===== src/rtl/tlgf_pkg.sv =====
package tlgf_pkg;

  localparam int COORD_WIDTH = 16;

  localparam int GainFrac = 4;
  localparam int VelW     = COORD_WIDTH;
  localparam int DxW      = COORD_WIDTH + 2;
  localparam int GateW    = COORD_WIDTH + 4;
  localparam int MulW     = GateW + 1;
  localparam int ProdW    = 2 * MulW;
  localparam int AccW     = ProdW + 1;
  localparam int RadW     = 2 * COORD_WIDTH;
  localparam int RemW     = COORD_WIDTH + 3;
  localparam int SqCntW   = $clog2(COORD_WIDTH);
  localparam int WtW      = 9;
  localparam int AddrW    = 5;
  localparam int DataW    = 32;

  localparam logic [WtW-1:0] WeightOne = WtW'(256);
  localparam logic [7:0]     MissMax   = 8'hFF;

  typedef enum logic [2:0] {
    REG_MISS_TOL  = 3'd0,
    REG_BASE_GATE = 3'd1,
    REG_GATE_GAIN = 3'd2,
    REG_BLEND_WT  = 3'd3,
    REG_DECAY     = 3'd4
  } cfg_reg_e;

  typedef enum logic [4:0] {
    S_IDLE,
    S_VX2,
    S_VY2,
    S_SQI,
    S_SQRT,
    S_GAIN,
    S_GSUM,
    S_GSQ,
    S_DX,
    S_DY,
    S_CMP,
    S_BX1,
    S_BX2,
    S_BY1,
    S_BY2,
    S_BFIN,
    S_DECX,
    S_DECY,
    S_DFIN,
    S_DONE
  } state_e;

  typedef struct packed {
    logic                   target_present;
    logic [COORD_WIDTH-1:0] target_x;
    logic [COORD_WIDTH-1:0] target_y;
  } tgt_beat_t;

  typedef struct packed {
    logic                          locked;
    logic                          accepted;
    logic [COORD_WIDTH-1:0]        track_x;
    logic [COORD_WIDTH-1:0]        track_y;
    logic signed [COORD_WIDTH-1:0] speed_x;
    logic signed [COORD_WIDTH-1:0] speed_y;
    logic [7:0]                    misses;
  } trk_beat_t;

  // divide by 256, round half away from zero, saturate to velocity range
  function automatic logic signed [VelW-1:0] round_q8(input logic signed [AccW-1:0] p);
    logic signed [AccW-1:0] s;
    logic signed [AccW-1:0] q;
    logic signed [AccW-1:0] vmax;
    logic signed [AccW-1:0] vmin;
    vmax = AccW'((64'sd1 <<< (VelW - 1)) - 64'sd1);
    vmin = -vmax - AccW'(1);
    s = p[AccW-1] ? (p + AccW'(127)) : (p + AccW'(128));
    q = s >>> 8;
    if (q > vmax) begin
      return vmax[VelW-1:0];
    end else if (q < vmin) begin
      return vmin[VelW-1:0];
    end
    return q[VelW-1:0];
  endfunction

endpackage


===== src/rtl/tlgf_ifs.sv =====
interface tlgf_in_if import tlgf_pkg::*; ();
  logic      valid;
  logic      ready;
  tgt_beat_t data;

  modport source (output valid, output data, input ready);
  modport sink (input valid, input data, output ready);
endinterface

interface tlgf_out_if import tlgf_pkg::*; ();
  logic      valid;
  logic      ready;
  trk_beat_t data;

  modport source (output valid, output data, input ready);
  modport sink (input valid, input data, output ready);
endinterface


===== src/rtl/track_lock_gate_filter_unit.sv =====
// A beat that acquires a track goes straight to its result, a missing target decays the
// velocity, and a locked target is gated, then blended (gate pass) or decayed (gate fail).
// This runs through the 16-step bit-pair square root and the single shared 21x21 multiplier.
// A new beat is taken only once the last one is done; it is taken while a result waits.
// Reset (async, active low): searching, track and velocity zero, registers at defaults.
module track_lock_gate_filter_unit import tlgf_pkg::*; (
  input  logic               clk_i,
  input  logic               rst_ni,
  tlgf_in_if.sink            tgt_i,
  tlgf_out_if.source         trk_o,
  input  logic               psel,
  input  logic               penable,
  input  logic               pwrite,
  input  logic [AddrW-1:0]   paddr,
  input  logic [DataW-1:0]   pwdata,
  output logic [DataW-1:0]   prdata,
  output logic               pready
);

  localparam int W = COORD_WIDTH;

  state_e st_q, st_d;

  logic [7:0]       cfg_tol_q;
  logic [15:0]      cfg_base_q;
  logic [7:0]       cfg_gain_q;
  logic [WtW-1:0]   cfg_wt_q;
  logic [WtW-1:0]   cfg_decay_q;

  logic                  lock_q, lock_d;
  logic [W-1:0]          lastx_q, lastx_d, lasty_q, lasty_d;
  logic signed [W-1:0]   vx_q, vx_d, vy_q, vy_d;
  logic [7:0]            miss_q, miss_d;
  logic                  acc_flag_q, acc_flag_d;

  logic [W-1:0]          tx_q, tx_d, ty_q, ty_d;
  logic signed [AccW-1:0] acc_q, acc_d, g2_q, g2_d;
  logic signed [DxW-1:0] dx_q, dx_d, dy_q, dy_d;
  logic [RadW-1:0]       rad_q, rad_d;
  logic [RemW-1:0]       rem_q, rem_d;
  logic [W-1:0]          root_q, root_d;
  logic [SqCntW-1:0]     cnt_q, cnt_d;
  logic [GateW-1:0]      gate_q, gate_d;

  logic                  ovld_q, ovld_d;
  trk_beat_t             obeat_q, obeat_d;

  logic signed [MulW-1:0]  mul_a, mul_b;
  logic signed [ProdW-1:0] mul_p;
  logic [WtW-1:0]          wt_cl, wt_inv, dec_cl;
  logic signed [W:0]       nx, ny;
  logic [RemW-1:0]         rem_sh, trial;
  logic [7:0]              miss_inc;
  logic                    cfg_wr;

  // configuration port
  assign pready = 1'b1;
  assign cfg_wr = psel & penable & pwrite;

  always_comb begin
    case (cfg_reg_e'(paddr[4:2]))
      REG_MISS_TOL:  prdata = DataW'(cfg_tol_q);
      REG_BASE_GATE: prdata = DataW'(cfg_base_q);
      REG_GATE_GAIN: prdata = DataW'(cfg_gain_q);
      REG_BLEND_WT:  prdata = DataW'(cfg_wt_q);
      REG_DECAY:     prdata = DataW'(cfg_decay_q);
      default:       prdata = '0;
    endcase
  end

  always_ff @(posedge clk_i or negedge rst_ni) begin
    if (!rst_ni) begin
      cfg_tol_q   <= 8'd15;
      cfg_base_q  <= 16'd1600;
      cfg_gain_q  <= 8'd32;
      cfg_wt_q    <= WtW'(51);
      cfg_decay_q <= WtW'(230);
    end else if (cfg_wr) begin
      case (cfg_reg_e'(paddr[4:2]))
        REG_MISS_TOL:  cfg_tol_q   <= pwdata[7:0];
        REG_BASE_GATE: cfg_base_q  <= pwdata[15:0];
        REG_GATE_GAIN: cfg_gain_q  <= pwdata[7:0];
        REG_BLEND_WT:  cfg_wt_q    <= pwdata[WtW-1:0];
        REG_DECAY:     cfg_decay_q <= pwdata[WtW-1:0];
        default: ;
      endcase
    end
  end

  // handshakes
  assign tgt_i.ready = (st_q == S_IDLE);
  assign trk_o.valid = ovld_q;
  assign trk_o.data  = obeat_q;

  // shared arithmetic
  assign wt_cl    = (cfg_wt_q > WeightOne) ? WeightOne : cfg_wt_q;
  assign wt_inv   = WeightOne - wt_cl;
  assign dec_cl   = (cfg_decay_q > WeightOne) ? WeightOne : cfg_decay_q;
  assign nx       = $signed({1'b0, tx_q}) - $signed({1'b0, lastx_q});
  assign ny       = $signed({1'b0, ty_q}) - $signed({1'b0, lasty_q});
  assign rem_sh   = {rem_q[RemW-3:0], rad_q[RadW-1 -: 2]};
  assign trial    = {1'b0, root_q, 2'b01};
  assign miss_inc = (miss_q == MissMax) ? miss_q : miss_q + 8'd1;
  assign mul_p    = mul_a * mul_b;

  always_comb begin
    mul_a = '0;
    mul_b = '0;
    case (st_q)
      S_VX2:  begin mul_a = MulW'(vx_q);    mul_b = MulW'(vx_q);    end
      S_VY2:  begin mul_a = MulW'(vy_q);    mul_b = MulW'(vy_q);    end
      S_GAIN: begin mul_a = MulW'(cfg_gain_q); mul_b = MulW'(root_q); end
      S_GSQ:  begin mul_a = MulW'(gate_q);  mul_b = MulW'(gate_q);  end
      S_DX:   begin mul_a = MulW'(dx_q);    mul_b = MulW'(dx_q);    end
      S_DY:   begin mul_a = MulW'(dy_q);    mul_b = MulW'(dy_q);    end
      S_BX1:  begin mul_a = MulW'(wt_cl);   mul_b = MulW'(nx);      end
      S_BX2:  begin mul_a = MulW'(wt_inv);  mul_b = MulW'(vx_q);    end
      S_BY1:  begin mul_a = MulW'(wt_cl);   mul_b = MulW'(ny);      end
      S_BY2:  begin mul_a = MulW'(wt_inv);  mul_b = MulW'(vy_q);    end
      S_DECX: begin mul_a = MulW'(dec_cl);  mul_b = MulW'(vx_q);    end
      S_DECY: begin mul_a = MulW'(dec_cl);  mul_b = MulW'(vy_q);    end
      default: ;
    endcase
  end

  // sequencer
  always_comb begin
    st_d       = st_q;
    lock_d     = lock_q;
    lastx_d    = lastx_q;
    lasty_d    = lasty_q;
    vx_d       = vx_q;
    vy_d       = vy_q;
    miss_d     = miss_q;
    acc_flag_d = acc_flag_q;
    tx_d       = tx_q;
    ty_d       = ty_q;
    acc_d      = acc_q;
    g2_d       = g2_q;
    dx_d       = dx_q;
    dy_d       = dy_q;
    rad_d      = rad_q;
    rem_d      = rem_q;
    root_d     = root_q;
    cnt_d      = cnt_q;
    gate_d     = gate_q;
    ovld_d     = ovld_q & ~trk_o.ready;
    obeat_d    = obeat_q;

    case (st_q)
      S_IDLE: begin
        if (tgt_i.valid) begin
          tx_d       = tgt_i.data.target_x;
          ty_d       = tgt_i.data.target_y;
          acc_flag_d = 1'b0;
          if (!tgt_i.data.target_present) begin
            st_d = S_DECX;
          end else if (!lock_q) begin
            lock_d     = 1'b1;
            lastx_d    = tgt_i.data.target_x;
            lasty_d    = tgt_i.data.target_y;
            vx_d       = '0;
            vy_d       = '0;
            miss_d     = '0;
            acc_flag_d = 1'b1;
            st_d       = S_DONE;
          end else begin
            st_d = S_VX2;
          end
        end
      end
      S_VX2: begin
        acc_d = AccW'(mul_p);
        dx_d  = $signed({2'b00, tx_q}) - $signed({2'b00, lastx_q}) - DxW'(vx_q);
        st_d  = S_VY2;
      end
      S_VY2: begin
        acc_d = acc_q + AccW'(mul_p);
        dy_d  = $signed({2'b00, ty_q}) - $signed({2'b00, lasty_q}) - DxW'(vy_q);
        st_d  = S_SQI;
      end
      S_SQI: begin
        rad_d  = acc_q[RadW-1:0];
        rem_d  = '0;
        root_d = '0;
        cnt_d  = '0;
        st_d   = S_SQRT;
      end
      S_SQRT: begin
        rad_d = rad_q << 2;
        if (rem_sh >= trial) begin
          rem_d  = rem_sh - trial;
          root_d = {root_q[W-2:0], 1'b1};
        end else begin
          rem_d  = rem_sh;
          root_d = {root_q[W-2:0], 1'b0};
        end
        cnt_d = cnt_q + SqCntW'(1);
        if (cnt_q == SqCntW'(W - 1)) begin
          st_d = S_GAIN;
        end
      end
      S_GAIN: begin
        acc_d = AccW'(mul_p);
        st_d  = S_GSUM;
      end
      S_GSUM: begin
        gate_d = GateW'(cfg_base_q) + acc_q[GateW+GainFrac-1:GainFrac];
        st_d   = S_GSQ;
      end
      S_GSQ: begin
        acc_d = AccW'(mul_p);
        st_d  = S_DX;
      end
      S_DX: begin
        g2_d  = acc_q;
        acc_d = AccW'(mul_p);
        st_d  = S_DY;
      end
      S_DY: begin
        acc_d = acc_q + AccW'(mul_p);
        st_d  = S_CMP;
      end
      S_CMP: begin
        st_d = (acc_q < g2_q) ? S_BX1 : S_DECX;
      end
      S_BX1: begin
        acc_d = AccW'(mul_p);
        st_d  = S_BX2;
      end
      S_BX2: begin
        acc_d = acc_q + AccW'(mul_p);
        st_d  = S_BY1;
      end
      S_BY1: begin
        vx_d  = round_q8(acc_q);
        acc_d = AccW'(mul_p);
        st_d  = S_BY2;
      end
      S_BY2: begin
        acc_d = acc_q + AccW'(mul_p);
        st_d  = S_BFIN;
      end
      S_BFIN: begin
        vy_d       = round_q8(acc_q);
        lastx_d    = tx_q;
        lasty_d    = ty_q;
        miss_d     = '0;
        acc_flag_d = 1'b1;
        st_d       = S_DONE;
      end
      S_DECX: begin
        acc_d = AccW'(mul_p);
        st_d  = S_DECY;
      end
      S_DECY: begin
        vx_d  = round_q8(acc_q);
        acc_d = AccW'(mul_p);
        st_d  = S_DFIN;
      end
      S_DFIN: begin
        vy_d   = round_q8(acc_q);
        miss_d = miss_inc;
        if (miss_inc > cfg_tol_q) begin
          lock_d = 1'b0;
          vx_d   = '0;
          vy_d   = '0;
        end
        st_d = S_DONE;
      end
      S_DONE: begin
        if (!ovld_q || trk_o.ready) begin
          ovld_d           = 1'b1;
          obeat_d.locked   = lock_q;
          obeat_d.accepted = acc_flag_q;
          obeat_d.track_x  = lastx_q;
          obeat_d.track_y  = lasty_q;
          obeat_d.speed_x  = vx_q;
          obeat_d.speed_y  = vy_q;
          obeat_d.misses   = miss_q;
          st_d             = S_IDLE;
        end
      end
      default: st_d = S_IDLE;
    endcase
  end

  always_ff @(posedge clk_i or negedge rst_ni) begin
    if (!rst_ni) begin
      st_q <= S_IDLE;
    end else begin
      st_q <= st_d;
    end
  end

  always_ff @(posedge clk_i or negedge rst_ni) begin
    if (!rst_ni) begin
      lock_q     <= 1'b0;
      lastx_q    <= '0;
      lasty_q    <= '0;
      vx_q       <= '0;
      vy_q       <= '0;
      miss_q     <= '0;
      acc_flag_q <= 1'b0;
      ovld_q     <= 1'b0;
    end else begin
      lock_q     <= lock_d;
      lastx_q    <= lastx_d;
      lasty_q    <= lasty_d;
      vx_q       <= vx_d;
      vy_q       <= vy_d;
      miss_q     <= miss_d;
      acc_flag_q <= acc_flag_d;
      ovld_q     <= ovld_d;
    end
  end

  always_ff @(posedge clk_i) begin
    tx_q    <= tx_d;
    ty_q    <= ty_d;
    acc_q   <= acc_d;
    g2_q    <= g2_d;
    dx_q    <= dx_d;
    dy_q    <= dy_d;
    rad_q   <= rad_d;
    rem_q   <= rem_d;
    root_q  <= root_d;
    cnt_q   <= cnt_d;
    gate_q  <= gate_d;
    obeat_q <= obeat_d;
  end

endmodule

===== src/flat_wrapper.sv =====
// flat-port wrapper written by rule: the top's interface ports become plain ports
module track_lock_gate_filter_unit_flat import tlgf_pkg::*;
  (clk_i, rst_ni, psel, penable, pwrite, paddr, pwdata, prdata, pready, tgt_i_valid, tgt_i_data, tgt_i_ready, trk_o_valid, trk_o_data, trk_o_ready);
  tlgf_in_if tgt_i_i ();
  tlgf_out_if trk_o_i ();
  input  logic clk_i;
  input  logic rst_ni;
  input  logic psel;
  input  logic penable;
  input  logic pwrite;
  input  logic [AddrW-1:0] paddr;
  input  logic [DataW-1:0] pwdata;
  output logic [DataW-1:0] prdata;
  output logic pready;
  input wire logic [$bits(tgt_i_i.valid)-1:0] tgt_i_valid;
  input wire logic [$bits(tgt_i_i.data)-1:0] tgt_i_data;
  output wire logic [$bits(tgt_i_i.ready)-1:0] tgt_i_ready;
  output wire logic [$bits(trk_o_i.valid)-1:0] trk_o_valid;
  output wire logic [$bits(trk_o_i.data)-1:0] trk_o_data;
  input wire logic [$bits(trk_o_i.ready)-1:0] trk_o_ready;
  assign tgt_i_i.valid = tgt_i_valid;
  assign tgt_i_i.data = tgt_i_data;
  assign tgt_i_ready = tgt_i_i.ready;
  assign trk_o_valid = trk_o_i.valid;
  assign trk_o_data = trk_o_i.data;
  assign trk_o_i.ready = trk_o_ready;
  track_lock_gate_filter_unit u_core (.clk_i(clk_i), .rst_ni(rst_ni), .tgt_i(tgt_i_i), .trk_o(trk_o_i), .psel(psel), .penable(penable), .pwrite(pwrite), .paddr(paddr), .pwdata(pwdata), .prdata(prdata), .pready(pready));
endmodule

===== config.mk =====
export PLATFORM = sky130hd
export DESIGN_NAME = track_lock_gate_filter_unit_flat
export DESIGN_NICKNAME = d
export VERILOG_FILES = /design/src/rtl/tlgf_pkg.sv /design/src/rtl/tlgf_ifs.sv /design/src/rtl/track_lock_gate_filter_unit.sv /design/src/flat_wrapper.sv
export SDC_FILE = /design/constraint.sdc
export NUM_CORES = 2
export LEC_CHECK = 0
export ABC_AREA = 1
export ABC_CLOCK_PERIOD_IN_PS = 28200
export BUFFER_PORTS_ARGS = -buffer_cell sky130_fd_sc_hd__buf_2
export CORE_ASPECT_RATIO = 0.5
export CORE_MARGIN = 2
export CORE_UTILIZATION = 65
export CTS_CLUSTER_SIZE = 20
export DETAILED_ROUTE_END_ITERATION = 8
export PLACE_DENSITY = 0.83
export SYNTH_ARGS = -nofsm -noshare
export SYNTH_HDL_FRONTEND = slang
export SYNTH_SLANG_ARGS = --single-unit

===== constraint.sdc =====
create_clock -name clk_i -period 28.2 [get_ports clk_i]
set_input_delay 5.64 -clock clk_i [delete_from_list [all_inputs] [get_ports clk_i]]
set_output_delay 5.64 -clock clk_i [all_outputs]
set_load 0.005 [all_outputs]

==> impl_metrics.json <==
{
  "outcome": "complete, no violations",
  "netlist_area_mm2": 0.0454,
  "worst_path_largest_cell_delay_ns": 0.99,
  "setup_violations": 0,
  "die_w_um": 378,
  "post_cts_resized": 0,
  "synthCells": 5515,
  "max-cap-violations": 0,
  "synth-xor-area-share": 0.0334,
  "htree_num_levels": 2,
  "clock-sinks": 447,
  "gp_congestion": 0.993,
  "cts_tree": "built",
  "synth-main-ff-cell": "edfxtp_1",
  "setup.worst_path.end_class": "output pin",
  "dr_wl_met3_mm": 16.4,
  "synth-edff-count": 317,
  "top_layer_used": "met4",
  "fill_cells": 5405,
  "synth_fa_ha_area_frac": 0.290,
  "clk_pin_slew_worst_paths_ns": 0.06,
  "clk_path_buf_depth": 3,
  "num_vias": 39200,
  "critical_path.cell_chain": "buf_2 > nor3_1 > inv_1 > o21ai_0 > a221oi_1 > nand2_1 > buf_2",
  "yosys.area_share.simple": 0.189,
  "synth_mux_area_frac": 0.000221,
  "rsz0062_at_grt": "no",
  "antenna_found_initial": 1,
  "row_count": 68,
  "overflow": 0,
  "io_pins": 186,
  "worst_slew_pin_slew_ns": 1.24,
  "rr_worst_depth": 46,
  "grt_usage": 0.393,
  "remaining_drc_errors": 0,
  "seq_area_mm2": 0.0128,
  "layout.cells.non_filler": 6611,
  "clock_skew_ns": 0.0214,
  "dpl.hpwl_mm": 112,
  "crit_fanout": 10,
  "period_needed_ns": 13.38,
  "grt_max_degree": 75,
  "drt_first_pass_iters": 8,
  "synth_compound_area_frac": 0.0962,
  "finalCritPeriodShare": 0.474,
  "setup_tns_ns": 0,
  "synth_top_family_by_area": "adder cells",
  "drtAntennaViolNets": 0,
  "yosys_warnings": 0,
  "route.final.wire_length_mm": 140,
  "crit_arrival_ns": 7.74,
  "multi_input_area_mm2": 0.0278,
  "critPathKind": "input pin to output pin",
  "hold_depth": 0,
  "area_growth_pct": 7.08,
  "grt_pass1_wl_mm": 216,
  "hold_class": "register to register",
  "vdd_drop_max_v": 0.000139,
  "p_leak_nw": 24.5,
  "nNetsFinal": 6484,
  "cp.depth": 7,
  "grt_pass1_vias": 38800,
  "die_h_um": 191,
  "viasPerCell": 5.93,
  "drt_iter0_drc": 4504,
  "start_util": 0.658,
  "ys_types": 64,
  "coreArea_mm2": 0.0690,
  "crit_family": "simple AND/OR/NAND/NOR gates",
  "async_reset_ff_frac": 0.291,
  "cts_made_buffers": 43,
  "fmax_mhz": 74.8,
  "synth-seq-cells": 447,
  "ctsHoldBuffers": 0,
  "hold_viol": 0,
  "slew_headroom": 0.166,
  "numPlacedInstances": 6533,
  "dieArea_mm2": 0.0721,
  "ys_seq_area_frac": 0.282,
  "drive_gt1_frac": 0.0648,
  "syn_avg_cell_area_um2": 8.23,
  "wl_met1_mm": 57.2,
  "p_per_area_mw_per_mm2": 119,
  "wl_met2_mm": 61.1,
  "clk_latency_ns": 0.61,
  "wl_per_cell_um": 21.1,
  "final_core_util": 0.704,
  "cp.required_ns": 22.56,
  "cts_root_buf": "clkbuf_16",
  "post_cts_buffers": 0,
  "finalMaxSlewViolations": 0,
  "cp.buffers_inverters": 3,
  "startpoint_type": "input pin",
  "io_buffers": 150,
  "slowest_stage": "nor3_1",
  "num_antenna_cells": 0,
  "crit_path_frequent_cell": "buf_2"
}
==> report_power, final <==
part	internal, mW	switching [mW]
clock	0.374	0.279
combinational	1.26	2.56
sequential	1.07	0.235
==> layout by cell type, fill, tap and decap left out, types with 17 or more instances in the layout <==
cell / count
nand4_1: 52
fa_1: 465
xor2_1: 122
xnor2_1: 51
a21oi_1: 271
clkbuf_16: 44
o21bai_1: 21
buf_4: 39
o21ai_0: 260
nand3_1: 177
a31oi_1: 53
nor3_1: 50
or2_2: 19
conb_1: 17
inv_1: 1103
ha_1: 309
edfxtp_1: 317
dfrtp_1: 113
inv_2: 22
nor4_1: 18
o211ai_1: 17
a21o_1: 25
buf_2: 149
nor2_1: 435
nand2_1: 1282
dfstp_2: 17
==> metal layers <==
layer,vias to the layer above,global-route usage
met5,-,0
met4,0,0.128
met3,350,0.0860
met2,2142,0.603
met1,19100,0.560
li1,17600,-
==> kinds of logic (layout without fill, tap and decap cells) <==
logic type / Yosys count / count (layout)
adder cells (fa/ha/maj): 774 / 774
XOR/XNOR: 173 / 173
AO/OA/AOI/OAI: 758 / 758
other: 2 / 17
flip-flops: 447 / 447
multiplexers: 1 / 1
buffers and inverters: 1268 / 1404
AND/OR/NAND/NOR: 2092 / 2092
==> final cells by class <==
type,instances,area share
clock buffer,58,0.0246
clock inverter,20,0.00695
inverter,1137,0.0878
multi-input combinational,3815,0.571
sequential,447,0.263
tap,945,0.0243
timing repair buffer,189,0.0216
==> per-stage QoR <==
step / total power [mW] / setup slack [ns] / area (um2) / hold WS, ns
after floorplan: 3.85 / 15.62 / 45400 / 0.425
after global placement: 4.91 / 14.89 / 47100 / 0.433
after detailed placement: 5.01 / 14.96 / 47100 / 0.433
after CTS: 5.68 / 14.95 / 48600 / 0.449
after global routing: 6.20 / 14.75 / 48600 / 0.461
final: 5.77 / 14.82 / 48600 / 0.450
==> registers in the layout (all words and copies together) (netlist names), 9 cells and up <==
signal,flops
u_core.dx_q,18
u_core.cfg_decay_q,9
u_core.cfg_wt_q,9
u_core.g2_q,43
u_core.rad_q,32
u_core.dy_q,18
u_core.root_q,16
u_core.gate_q,20
u_core.rem_q,17
u_core.tx_q,16
u_core.vy_q,16
u_core.lastx_q,16
u_core.trk_o.data,74
u_core.acc_q,43
u_core.lasty_q,16
u_core.vx_q,16
u_core.cfg_base_q,16
u_core.ty_q,16
==> worst reg2reg max path: cells and delay by family, from the launching register on <==
kind / cells / cell delay (ns)
xor gates and xnor gates: 1 / 0.13
buffers and inverters: 8 / 1.58
DFF: 1 / 0.58
adders and majority gates: 10 / 4.59
and+or+nand+nor: 18 / 3.32
AOI/OAI and AO/OA: 9 / 2.16
==> cell usage after synthesis, drive strengths merged (53+ instances only) <==
master,number,area [um2]
edfxtp,317,9520
ha,309,3870
inv,1125,4220
nand3,180,911
fa,465,9310
nor2,457,1770
xor2,122,1070
dfrtp,113,2830
buf,87,521
a21oi,273,1370
a31oi,53,332
nor3,58,333
o21ai,263,1320
nand2,1289,4850
==> worst paths after layout <==
check                                                         end  slack [ns]                            from
worst min-delay path              u_core.trk_o.data[23]$_DFFE_PP_        0.45     u_core.vy_q[15]$_DFFE_PN0P_
worst min register to register    u_core.trk_o.data[23]$_DFFE_PP_        0.45     u_core.vy_q[15]$_DFFE_PN0P_
min in group asynchronous          u_core.lastx_q[15]$_DFFE_PN0P_        5.07                          rst_ni
worst max register to register         u_core.acc_q[38]$_DFFE_PP_       15.61  u_core.cfg_wt_q[1]$_DFFE_PN1P_
max in group asynchronous       u_core.cfg_base_q[12]$_DFFE_PN0P_       21.86                          rst_ni
worst max-delay path                                    prdata[1]       14.82                        paddr[3]
No activity file was read; power rests on OpenSTA's default activity.
